--- config.mk ---
export PLATFORM = sky130hd
export DESIGN_NAME = tsdl_ctrl
export DESIGN_NICKNAME = d
export VERILOG_FILES = /design/src/design/tsdl_pkg.sv /design/src/design/tsdl_ctrl.sv
export SDC_FILE = /design/constraint.sdc
export NUM_CORES = 1
export LEC_CHECK = 0
export BUFFER_PORTS_ARGS = -buffer_cell sky130_fd_sc_hd__buf_2
export CAP_MARGIN = 40
export CORE_MARGIN = 3
export CORE_UTILIZATION = 30
export CTS_CLUSTER_DIAMETER = 60
export CTS_CLUSTER_SIZE = 14
export DETAILED_ROUTE_END_ITERATION = 16
export PLACE_DENSITY_LB_ADDON = 0.2
export SYNTH_ARGS = -nofsm -noshare
export SYNTH_HDL_FRONTEND = slang
export SYNTH_SLANG_ARGS = --single-unit
--- constraint.sdc ---
create_clock -name clk_i -period 14.4 [get_ports clk_i]
set_input_delay 2.16 -clock clk_i [delete_from_list [all_inputs] [get_ports clk_i]]
set_output_delay 2.16 -clock clk_i [all_outputs]
set_load 0.005 [all_outputs]
--- src/design/tsdl_pkg.sv ---
// Shared types and constants for the timestamped sample delay line.
// No dependencies; imported by every module of the block.
package tsdl_pkg;

  localparam int unsigned RingDepthDef = 64;
  localparam int unsigned TimeW        = 32;
  localparam int unsigned AxisW        = 16;
  localparam int unsigned DelayW       = 16;

  localparam logic [TimeW-1:0] MinGapMs = 32'd10;
  localparam logic [TimeW-1:0] MaxErrMs = 32'd1000;

  // ring entry: timestamp in the low bits, then x, y, z (same layout as s_axis tdata)
  typedef struct packed {
    logic signed [AxisW-1:0] z;
    logic signed [AxisW-1:0] y;
    logic signed [AxisW-1:0] x;
    logic        [TimeW-1:0] tstamp;
  } entry_t;

  typedef struct packed {
    logic signed [AxisW-1:0] z;
    logic signed [AxisW-1:0] y;
    logic signed [AxisW-1:0] x;
    logic                    hist;
  } res_t;

endpackage

--- src/design/tsdl_ctrl.sv ---
// Control and scan unit: gap check, ring write, nearest-timestamp scan, result hand-off.
// Drives the tsdl_ring ports; uses tsdl_pkg.
module tsdl_ctrl import tsdl_pkg::*; #(
  parameter  int unsigned RingDepth = RingDepthDef,
  localparam int unsigned PtrW      = $clog2(RingDepth)
) (
  input  logic              clk_i,
  input  logic              rst_ni,
  input  logic              in_valid_i,
  output logic              in_ready_o,
  input  entry_t            in_entry_i,
  input  logic [DelayW-1:0] delay_i,
  output logic              wr_en_o,
  output logic [PtrW-1:0]   wr_addr_o,
  output entry_t            wr_data_o,
  output logic              rd_en_o,
  output logic [PtrW-1:0]   rd_addr_o,
  input  entry_t            rd_data_i,
  output logic              res_valid_o,
  input  logic              res_ready_i,
  output res_t              res_o
);

  typedef enum logic [1:0] {
    ST_IDLE,
    ST_SCAN,
    ST_RESULT
  } state_e;

  localparam logic [PtrW-1:0] LastIdx = PtrW'(RingDepth - 1);

  state_e                  state_q;
  logic [TimeW-1:0]        last_q;
  logic [PtrW-1:0]         wp_q;
  logic [PtrW-1:0]         iss_q;
  logic                    iss_done_q;
  logic                    p1_vld_q;
  logic                    p2_vld_q;
  logic [TimeW-1:0]        target_q;
  logic [TimeW-1:0]        best_dist_q;
  logic                    best_hit_q;
  logic [TimeW-1:0]        diff_q;
  entry_t                  p2_samp_q;
  entry_t                  cur_q;
  entry_t                  best_q;

  logic [TimeW-1:0]        gap;
  logic                    take;
  logic [TimeW-1:0]        mag;
  logic                    better;
  logic [PtrW-1:0]         wp_next;

  assign in_ready_o = (state_q == ST_IDLE);
  assign gap        = in_entry_i.tstamp - last_q;
  assign take       = in_valid_i && in_ready_o && (gap >= MinGapMs);
  assign wp_next    = (wp_q == LastIdx) ? '0 : wp_q + 1'b1;

  assign wr_en_o   = take;
  assign wr_addr_o = wp_q;
  assign wr_data_o = in_entry_i;

  assign rd_en_o   = (state_q == ST_SCAN) && !iss_done_q;
  assign rd_addr_o = iss_q;

  // wrapped signed difference to magnitude; the most negative value maps to 2^31
  assign mag    = diff_q[TimeW-1] ? (~diff_q + 1'b1) : diff_q;
  assign better = p2_vld_q && (mag < best_dist_q);

  assign res_valid_o = (state_q == ST_RESULT);
  always_comb begin
    res_o.hist = best_hit_q;
    if (best_hit_q) begin
      res_o.x = best_q.x;
      res_o.y = best_q.y;
      res_o.z = best_q.z;
    end else begin
      res_o.x = cur_q.x;
      res_o.y = cur_q.y;
      res_o.z = cur_q.z;
    end
  end

  // payload pipeline of the scan: memory output -> difference -> compare
  always_ff @(posedge clk_i) begin
    diff_q    <= target_q - rd_data_i.tstamp;
    p2_samp_q <= rd_data_i;
    if (take) begin
      cur_q    <= in_entry_i;
      target_q <= in_entry_i.tstamp - TimeW'(delay_i);
    end
    if (better) begin
      best_q <= p2_samp_q;
    end
  end

  always_ff @(posedge clk_i or negedge rst_ni) begin
    if (!rst_ni) begin
      state_q     <= ST_IDLE;
      last_q      <= '0;
      wp_q        <= '0;
      iss_q       <= '0;
      iss_done_q  <= 1'b0;
      p1_vld_q    <= 1'b0;
      p2_vld_q    <= 1'b0;
      best_dist_q <= MaxErrMs;
      best_hit_q  <= 1'b0;
    end else begin
      p1_vld_q <= rd_en_o;
      p2_vld_q <= p1_vld_q;
      if (better) begin
        best_dist_q <= mag;
        best_hit_q  <= 1'b1;
      end
      case (state_q)
        ST_IDLE: begin
          if (take) begin
            last_q      <= in_entry_i.tstamp;
            wp_q        <= wp_next;
            iss_q       <= '0;
            iss_done_q  <= 1'b0;
            best_dist_q <= MaxErrMs;
            best_hit_q  <= 1'b0;
            state_q     <= ST_SCAN;
          end
        end
        ST_SCAN: begin
          if (!iss_done_q) begin
            iss_q <= iss_q + 1'b1;
            if (iss_q == LastIdx) begin
              iss_done_q <= 1'b1;
            end
          end else if (!p1_vld_q && !p2_vld_q) begin
            // last compare has been folded into best_*
            state_q <= ST_RESULT;
          end
        end
        ST_RESULT: begin
          if (res_ready_i) begin
            state_q <= ST_IDLE;
          end
        end
        default: begin
          state_q <= ST_IDLE;
        end
      endcase
    end
  end

endmodule

==> results.json, run 1 <==
{
  "status": "finished, final reports clean",
  "drt_drc_violations_left": 0,
  "fp.coreArea_sq_um": 54000,
  "holdWs_ns": 0.375,
  "antenna_found_initial": 2,
  "path_class": "in -> out",
  "cts.path.max_buffers": 3,
  "postPlaceCellArea_sq_um": 18200,
  "via_per_inst": 4.79,
  "grt_use_total": 0.146,
  "grt_use_met1": 0.172,
  "p_leak_uw": 0.00872,
  "antenna_cells": 0,
  "rsz0062_at_grt": "false",
  "synth_cell_types": 84,
  "start_util": 0.305,
  "syn_to_final_growth_pct": 18.5,
  "drv_cap": 0,
  "io_buffers": 324,
  "layout_commonest_cell": "buf_2",
  "synth-warning-count": 0,
  "synth_edf_count": 128,
  "hold_viol_final": 0,
  "final.setup.worst_slack_ns": 5.49,
  "gp_congestion": 0.937,
  "cp-end-kind": "output pin",
  "nNetsFinal": 2111,
  "synth_seq_cells": 290,
  "num_rows": 85,
  "setup_viol": 0,
  "setup.worst_path.start_class": "input port",
  "muxShareOfSynthArea": 0.0769,
  "reg2reg_slack_ns": 8.39,
  "fp.dieW_um": 240,
  "dp_hpwl_um": 32800,
  "drtPass1Iterations": 8,
  "drive_gt1_frac": 0.269,
  "max-slew-margin-rel": 0.484,
  "yosysTopAreaCellShare": 0.234,
  "cts_inserted_buffers": 38,
  "dp_cells": 2472,
  "clk_pin_slew_ns": 0.06,
  "cts_resized": 0,
  "clkSinkCount": 290,
  "wl_per_cell_um": 17.0,
  "clock-skew-final_ns": 0.0219,
  "fillerInstances": 5420,
  "cts_tree": "built",
  "ant_nets": 0,
  "cp.required_ns": 12.24,
  "gr-usage-met3": 0.0257,
  "synth_async_sr_flop_share": 0.283,
  "grt_pass1_wl_um": 66300,
  "top_usage_layer": "met2",
  "cp.arrival_ns": 6.75,
  "p_per_area_nw_per_um2": 216,
  "slew_viol_final": 0,
  "synth.largest_area_cell": "edfxtp_1",
  "finalCritPeriodShare": 0.619,
  "synth_cells": 1565,
  "worst_slew_pin_slew_ns": 0.768,
  "yosys-top-cells-area": "edfxtp_1 23%, dfrtp_1 12%, dfxtp_1 9.7%",
  "synth_flop_cell": "edfxtp_1",
  "root_buffer": "clkbuf_16",
  "num_vias": 12175,
  "period_minus_slack_ns": 8.91,
  "synth-xor-area-share": 0.0537,
  "synthAdderAreaFrac": 0.0888,
  "hold_path.class": "reg -> reg",
  "layoutNonFillerInstCount": 2542,
  "synth_area_sq_um": 16500,
  "worstPathMaxFanout": 81,
  "synth_top_family_by_area": "compound AO/OA/AOI/OAI gates",
  "post-cts-setup-buffers": 0,
  "die-area_sq_um": 57700,
  "setup-tns-final_ns": 0,
  "clk_latency_ns": 0.55,
  "grt_pass1_vias": 12095,
  "final_cell_mix": "323 x buf_2, 145 x inv_1, 128 x edfxtp_1",
  "irDropWorstVdd_mv": 0.112,
  "cts_max_level": 2,
  "grt_max_degree": 82,
  "synth_simple_gate_area_frac": 0.109,
  "place_ws_ns": 5.42,
  "die_h_um": 240,
  "drt_iter0_markers": 632,
  "final_cell_area_sq_um": 19500,
  "max_clock_freq_mhz": 112,
  "synth_area_per_cell_sq_um": 10.5,
  "wl_um": 43300,
  "grt_overflow": 0,
  "yosysSeqAreaShare": 0.456,
  "synth-compound-area-share": 0.133,
  "grt_util_met2": 0.265,
  "cts_hold_buf": 0,
  "io_pins": 325,
  "syn_nets": 1860
}
per-stage QoR:
step           utilization  power, uW
6_report             0.361       4210
5_1_grt              0.361       4550
4_1_cts              0.361       4270
3_5_place_dp         0.337       3260
3_3_place_gp         0.337       3260
2_1_floorplan            -       2710
where the power goes:
| group | switching [uW] | internal, uW |
|---|---|---|
| logic | 1110 | 833 |
| clock network | 397 | 573 |
| registers | 116 | 1180 |
synthesized netlist by cell type (16+ instances only):
library cell,number
ha_1,112
xor2_1,34
a21oi_1,70
o211ai_1,17
o21a_1,20
dfxtp_1,80
mux2i_1,30
buf_4,82
nand2_1,75
dfrtp_1,76
nand2b_1,19
nand3_1,25
nor2_1,108
edfxtp_1,128
nand4_1,20
o31ai_1,16
a21o_1,37
xnor2_1,67
nor3_1,40
clkbuf_1,18
o21ai_0,61
inv_1,145
mux2_2,58
worst paths after layout:
check / cells after the start / endpoint / startpoint
setup / recovery: 17 / wr_en_o / in_entry_i[0]
hold / removal: 0 / p2_vld_q / p1_vld_q
setup reg to reg: 21 / best_dist_q[30] / diff_q[0]
hold reg to reg: 0 / p2_vld_q / p1_vld_q
max in group asynchronous: 2 / best_hit_q / rst_ni
min in group asynchronous: 1 / last_q[2] / rst_ni
final cells by class:
cell class              count  area [sq um]  share of cell area
clock inverters            25           288              0.0148
repair buffers            331          1680              0.0860
flip-flops and latches    290          7510               0.385
clock buffers              45          1010              0.0517
inverters                 146           553              0.0284
multi-input cells        1009          7600               0.390
well taps                 696           871              0.0447
registers in the layout, summed over array words and instances (netlist names):
name / flops
best_dist_q: 32
cur_q: 48
last_q: 32
diff_q: 32
p2_samp_q: 48
rd_addr_o: 6
state_q: 2
p1_vld_q: 1
target_q: 32
best_hit_q: 1
p2_vld_q: 1
iss_done_q: 1
best_q: 48
wr_addr_o: 6
critical path, stage by stage:
cell       delay (ns)
buf_2            0.11
inv_1            0.08
ha_1             0.17
inv_1            0.05
fa_1             0.40
a211o_1          0.35
a2111oi_2        0.42
or3_4            0.23
a21o_4           0.14
mux2i_1          0.07
nor4_1           0.32
nand4_1          0.20
or3_1            0.51
o21ai_4          0.52
buf_4            0.42
inv_6            0.30
buf_2            0.24
cell families (layout without fill, tap and decap cells):
logic type | count (synthesis) | after routing
and+or+nand+nor | 365 | 365
AOI/OAI and AO/OA | 317 | 317
adders and majority gates | 115 | 115
DFF | 290 | 290
buffers and inverters | 266 | 547
muxes | 111 | 111
xor gates and xnor gates | 101 | 101
routing by layer:
layer	wire, um	vias up
li1	-	6016
met1	18100	5756
met2	21600	318
met3	2250	81
met4	1260	4
met5	27	-
Note: power is estimated with default switching activity, not from simulation.
==> run 2: changes to the inputs <==
==> constraint.sdc (replaced) <==
create_clock -name clk_i -period 7.5 [get_ports clk_i]
set_input_delay 1.125 -clock clk_i [delete_from_list [all_inputs] [get_ports clk_i]]
set_output_delay 1.125 -clock clk_i [all_outputs]
set_load 0.005 [all_outputs]
==> run 2 against run 1 <==
Against the previous run: global-route usage grew 0.28 points; worst hold slack gained 0.020 ns; first-iteration DRC count shrank 22%; count of clock-buffer cells in the layout grew 1; combinational power grew 93%; critical endpoint unchanged; largest power group unchanged.
==> results.json, run 2 (synthesized netlist as in run 1, its figures left out) <==
{
  "status": "finished, final reports clean",
  "dp_cells": 2477,
  "multi_input_area_sq_um": 7600,
  "worstPathMaxFanout": 24,
  "nNetsFinal": 2116,
  "max-slew-margin-rel": 0.471,
  "setup.worst_path.start_class": "input port",
  "cts_max_level": 2,
  "root_buffer": "clkbuf_16",
  "r2r_start": "diff_q[0]",
  "ant_nets": 0,
  "period_minus_slack_ns": 5.86,
  "drt_iter0_markers": 492,
  "reg2reg_slack_ns": 1.83,
  "cts_inserted_buffers": 38,
  "worstReg2RegEnd": "best_q[62]",
  "die-area_sq_um": 57700,
  "start_util": 0.305,
  "r2r_cells": 19,
  "die_h_um": 240,
  "slew_viol_final": 0,
  "hold_path.class": "reg -> reg",
  "path_class": "in -> out",
  "grt_use_total": 0.149,
  "worst_slew_pin_slew_ns": 0.793,
  "grt_max_degree": 58,
  "hold_path_depth": 0,
  "num_vias": 12209,
  "post-cts-setup-buffers": 0,
  "grt_pass1_wl_um": 66800,
  "fillerInstances": 5435,
  "max_clock_freq_mhz": 171,
  "worstHoldStart": "p1_vld_q",
  "final_cell_mix": "323 x buf_2, 145 x inv_1, 128 x edfxtp_1",
  "cts_tree": "built",
  "p_per_area_nw_per_um2": 416,
  "layoutNonFillerInstCount": 2549,
  "cts_hold_buf": 0,
  "wl_per_cell_um": 17.2,
  "grt_util_met2": 0.269,
  "whs_endpoint": "p2_vld_q",
  "antenna_found_initial": 1,
  "drive_gt1_frac": 0.271,
  "layout_commonest_cell": "buf_2",
  "syn_to_final_growth_pct": 19.1,
  "hold_viol_final": 0,
  "cp.required_ns": 6.38,
  "utilization": 0.363,
  "seq_area_sq_um": 7510,
  "wl_um": 43900,
  "cp-end-kind": "output pin",
  "clk_latency_ns": 0.56,
  "final.setup.worst_slack_ns": 1.64,
  "grt_overflow": 0,
  "irDropWorstVdd_mv": 0.246,
  "gp_congestion": 0.914,
  "dp_hpwl_um": 33700,
  "cp.arrival_ns": 4.73,
  "gr-usage-met3": 0.0282,
  "top_usage_layer": "met2",
  "drt_drc_violations_left": 0,
  "top_regs": "best_q: 48 flops, cur_q: 48 flops, p2_samp_q: 48 flops",
  "setup-tns-final_ns": 0,
  "place_ws_ns": 1.61,
  "rsz0062_at_grt": "false",
  "num_rows": 85,
  "fp.dieW_um": 240,
  "clkSinkCount": 290,
  "io_pins": 325,
  "p_leak_uw": 0.00877,
  "io_buffers": 324,
  "setup_viol": 0,
  "fp.coreArea_sq_um": 54000,
  "via_per_inst": 4.79,
  "drtPass1Iterations": 5,
  "cts.path.max_buffers": 3,
  "finalCritPeriodShare": 0.781,
  "clock-skew-final_ns": 0.0261,
  "grt_pass1_vias": 12136,
  "cts_resized": 0,
  "grt_use_met1": 0.176,
  "clk_pin_slew_ns": 0.06,
  "drv_cap": 0
}
-- run 2: changes by cell type in the layout (fill, tap and decap cells not counted), sizes merged --
cell,before,now
clkbuf,45,46
diode,0,2
bufinv,3,4
inv,159,155
buf,331,336
clkinvlp,3,4
clkinv,6,7
-- run 2: per-layer routing --
metal  wire (um)  share of wire
met1       18300           0.42
met2       21800           0.50
met3        2420          0.055
met4        1290          0.029
met5           0              0
-- run 2: final cells by class --
cell class              count  area share
diodes                      2    0.000255
multi-input cells        1009       0.388
clock buffers              46      0.0516
well taps                 696      0.0444
flip-flops and latches    290       0.383
repair buffers            336      0.0891
inverters                 146      0.0282
clock inverters            24      0.0161
-- run 2: report_power, final --
part	switching, uW	internal, uW	total (uW)
Clock	767	1130	1900
Sequential	228	2270	2500
Combinational	2130	1630	3750
-- run 2: how the worst max path moves through the flow --
stage,startpoint,endpoint,cells past startpoint
2_1_floorplan,diff_q[0],best_q[32],20
3_3_place_gp,in_entry_i[14],wr_en_o,13
3_5_place_dp,in_entry_i[0],wr_en_o,15
4_1_cts,in_entry_i[0],wr_en_o,15
5_1_grt,in_entry_i[23],wr_en_o,13
6_report,in_entry_i[0],wr_en_o,16
-- run 2: critical path, stage by stage --
cell and delay (ns):
buf_2 0.11, inv_1 0.08, ha_1 0.18, inv_1 0.06
fa_1 0.40, a211o_1 0.33, a2111oi_2 0.42, or2_2 0.20
a21oi_1 0.08, a211o_1 0.30, nor4_1 0.28, nand4_1 0.17
or3_1 0.46, o21ai_4 0.23, inv_6 0.13, buf_2 0.16
-- run 2: through the flow --
step / total power, uW / instance area, sq um / hold WS (ns)
2_1_floorplan: 5210 / 16500 / 0.355
3_3_place_gp: 6300 / 18200 / 0.361
3_5_place_dp: 6320 / 18300 / 0.373
4_1_cts: 8290 / 19600 / 0.387
5_1_grt: 8810 / 19600 / 0.406
6_report: 8150 / 19600 / 0.395
==> run 3: changes to the inputs <==
==> constraint.sdc (replaced) <==
create_clock -name clk_i -period 5.5 [get_ports clk_i]
set_input_delay 0.825 -clock clk_i [delete_from_list [all_inputs] [get_ports clk_i]]
set_output_delay 0.825 -clock clk_i [all_outputs]
set_load 0.005 [all_outputs]
==> run 3 against run 2 <==
Against the previous run: die area unchanged; worst hold slack got worse by 0.14 ns; worst setup slack got worse by 1.2 ns; via count increased by 0.67%; combinational power increased by 38%; sequential share of layout area about the same; count of clock-buffer cells in the layout decreased by 2; core utilization about the same; clock power increased by 32%; flip-flop and latch count unchanged; total power increased by 37%; first-iteration DRC count increased by 14%.
==> results.json, run 3 (synthesized netlist as in run 1, its figures left out) <==
{
  "status": "finished, final reports clean",
  "hold_path.class": "in -> async",
  "p_leak_uw": 0.00879,
  "cts_tree": "built",
  "cts.path.max_buffers": 3,
  "grt_pass1_wl_um": 66400,
  "drt_drc_violations_left": 0,
  "hold_viol_final": 0,
  "p_per_area_nw_per_um2": 567,
  "gp_congestion": 0.911,
  "io_buffers": 324,
  "dp_hpwl_um": 33700,
  "setup.worst_path.start_class": "flip-flop",
  "syn_to_final_growth_pct": 19.3,
  "max_clock_freq_mhz": 196,
  "cts_max_level": 2,
  "fillerInstances": 5512,
  "dp_cells": 2485,
  "final_cell_mix": "323 x buf_2, 145 x inv_1, 128 x edfxtp_1",
  "clkSinkCount": 290,
  "top_regs": "best_q: 48 flops, cur_q: 48 flops, p2_samp_q: 48 flops",
  "drv_cap": 0,
  "worst_slew_pin_slew_ns": 0.849,
  "die_h_um": 240,
  "io_pins": 325,
  "fp.coreArea_sq_um": 54000,
  "r2r_cells": 21,
  "slew_viol_final": 0,
  "antenna_found_initial": 2,
  "grt_overflow": 0,
  "setup_viol": 0,
  "r2r_start": "diff_q[0]",
  "via_per_inst": 4.81,
  "grt_max_degree": 64,
  "finalCritPeriodShare": 0.925,
  "cts_hold_buf": 0,
  "wl_um": 43900,
  "grt_pass1_vias": 12061,
  "irDropWorstVdd_mv": 0.427,
  "layout_commonest_cell": "buf_2",
  "post-cts-setup-buffers": 0,
  "cp.arrival_ns": 5.53,
  "path_class": "reg -> reg",
  "cp.required_ns": 5.94,
  "nNetsFinal": 2123,
  "period_minus_slack_ns": 5.09,
  "die-area_sq_um": 57700,
  "max-slew-margin-rel": 0.433,
  "holdWs_ns": 0.255,
  "clk_latency_ns": 0.56,
  "rsz0062_at_grt": "false",
  "startpoint": "diff_q[0]",
  "fp.dieW_um": 240,
  "clk_pin_slew_ns": 0.06,
  "setup-tns-final_ns": 0,
  "cts_resized": 0,
  "start_util": 0.305,
  "multi_input_area_sq_um": 7600,
  "seq_area_sq_um": 7510,
  "grt_use_total": 0.147,
  "reg2reg_slack_ns": 0.41,
  "p_total_uw": 11100,
  "drive_gt1_frac": 0.273,
  "ant_nets": 0,
  "worstPathMaxFanout": 49,
  "num_rows": 85,
  "drt_iter0_markers": 560,
  "wl_per_cell_um": 17.2,
  "clock-skew-final_ns": 0.0229,
  "layoutNonFillerInstCount": 2554,
  "num_vias": 12291,
  "cp-end-kind": "flip-flop",
  "utilization": 0.363,
  "drtPass1Iterations": 7,
  "cts_inserted_buffers": 37,
  "root_buffer": "clkbuf_16",
  "worstReg2RegEnd": "best_dist_q[1]"
}
[run 3: worst max-delay path, stage by stage (launching register included)]
cell and delay [ns]:
dfxtp_1 0.33, inv_1 0.06, ha_1 0.15, nand2b_1 0.07, or4_1 0.43, or2_2 0.33, or3_1 0.40, nand2b_1 0.25
or4_4 0.47, o31ai_1 0.26, xnor2_1 0.18, ha_1 0.28, a21o_1 0.16, a21o_1 0.16, a21o_1 0.17, a21oi_1 0.15
nor2b_1 0.06, o21ai_0 0.19, o311a_4 0.26, buf_12 0.27, mux2i_1 0.22, nor2_1 0.05
[run 3: area by class of cell]
| cell class | count | area share |
|---|---|---|
| Multi-Input combinational cell | 1009 | 0.387 |
| Sequential cell | 290 | 0.382 |
| Timing Repair Buffer | 344 | 0.0936 |
| Clock buffer | 44 | 0.0496 |
| Tap cell | 696 | 0.0444 |
| Inverter | 146 | 0.0282 |
| Clock inverter | 24 | 0.0148 |
| Antenna cell | 1 | 0.000127 |
[run 3: where the power goes]
part,switching [uW],internal [uW],total [uW]
logic,2880,2300,5180
registers,348,3090,3440
clock network,1020,1490,2510
total,4250,6880,11100
[run 3: worst max-delay path by stage]
stage,end,cells past startpoint
after CTS,best_dist_q[19],21
after floorplan,best_q[32],20
after detailed placement,best_dist_q[19],21
after global routing,best_dist_q[16],21
after global placement,best_dist_q[0],21
final,best_dist_q[1],21
[run 3: routing by layer]
layer	GRT usage	vias up	share of wire
li1	-	6062	-
met1	0.175	5825	0.42
met2	0.266	330	0.50
met3	0.0256	72	0.050
met4	0.0554	2	0.031
met5	0	-	0.00030
[run 3: stage by stage]
stage | instance area [sq um] | worst slack (ns)
final | 19600 | 0.410
after global routing | 19600 | 0.0789
after CTS | 19600 | 0.393
after detailed placement | 18400 | 0.419
after global placement | 18300 | 0.465
after floorplan | 16500 | 0.336
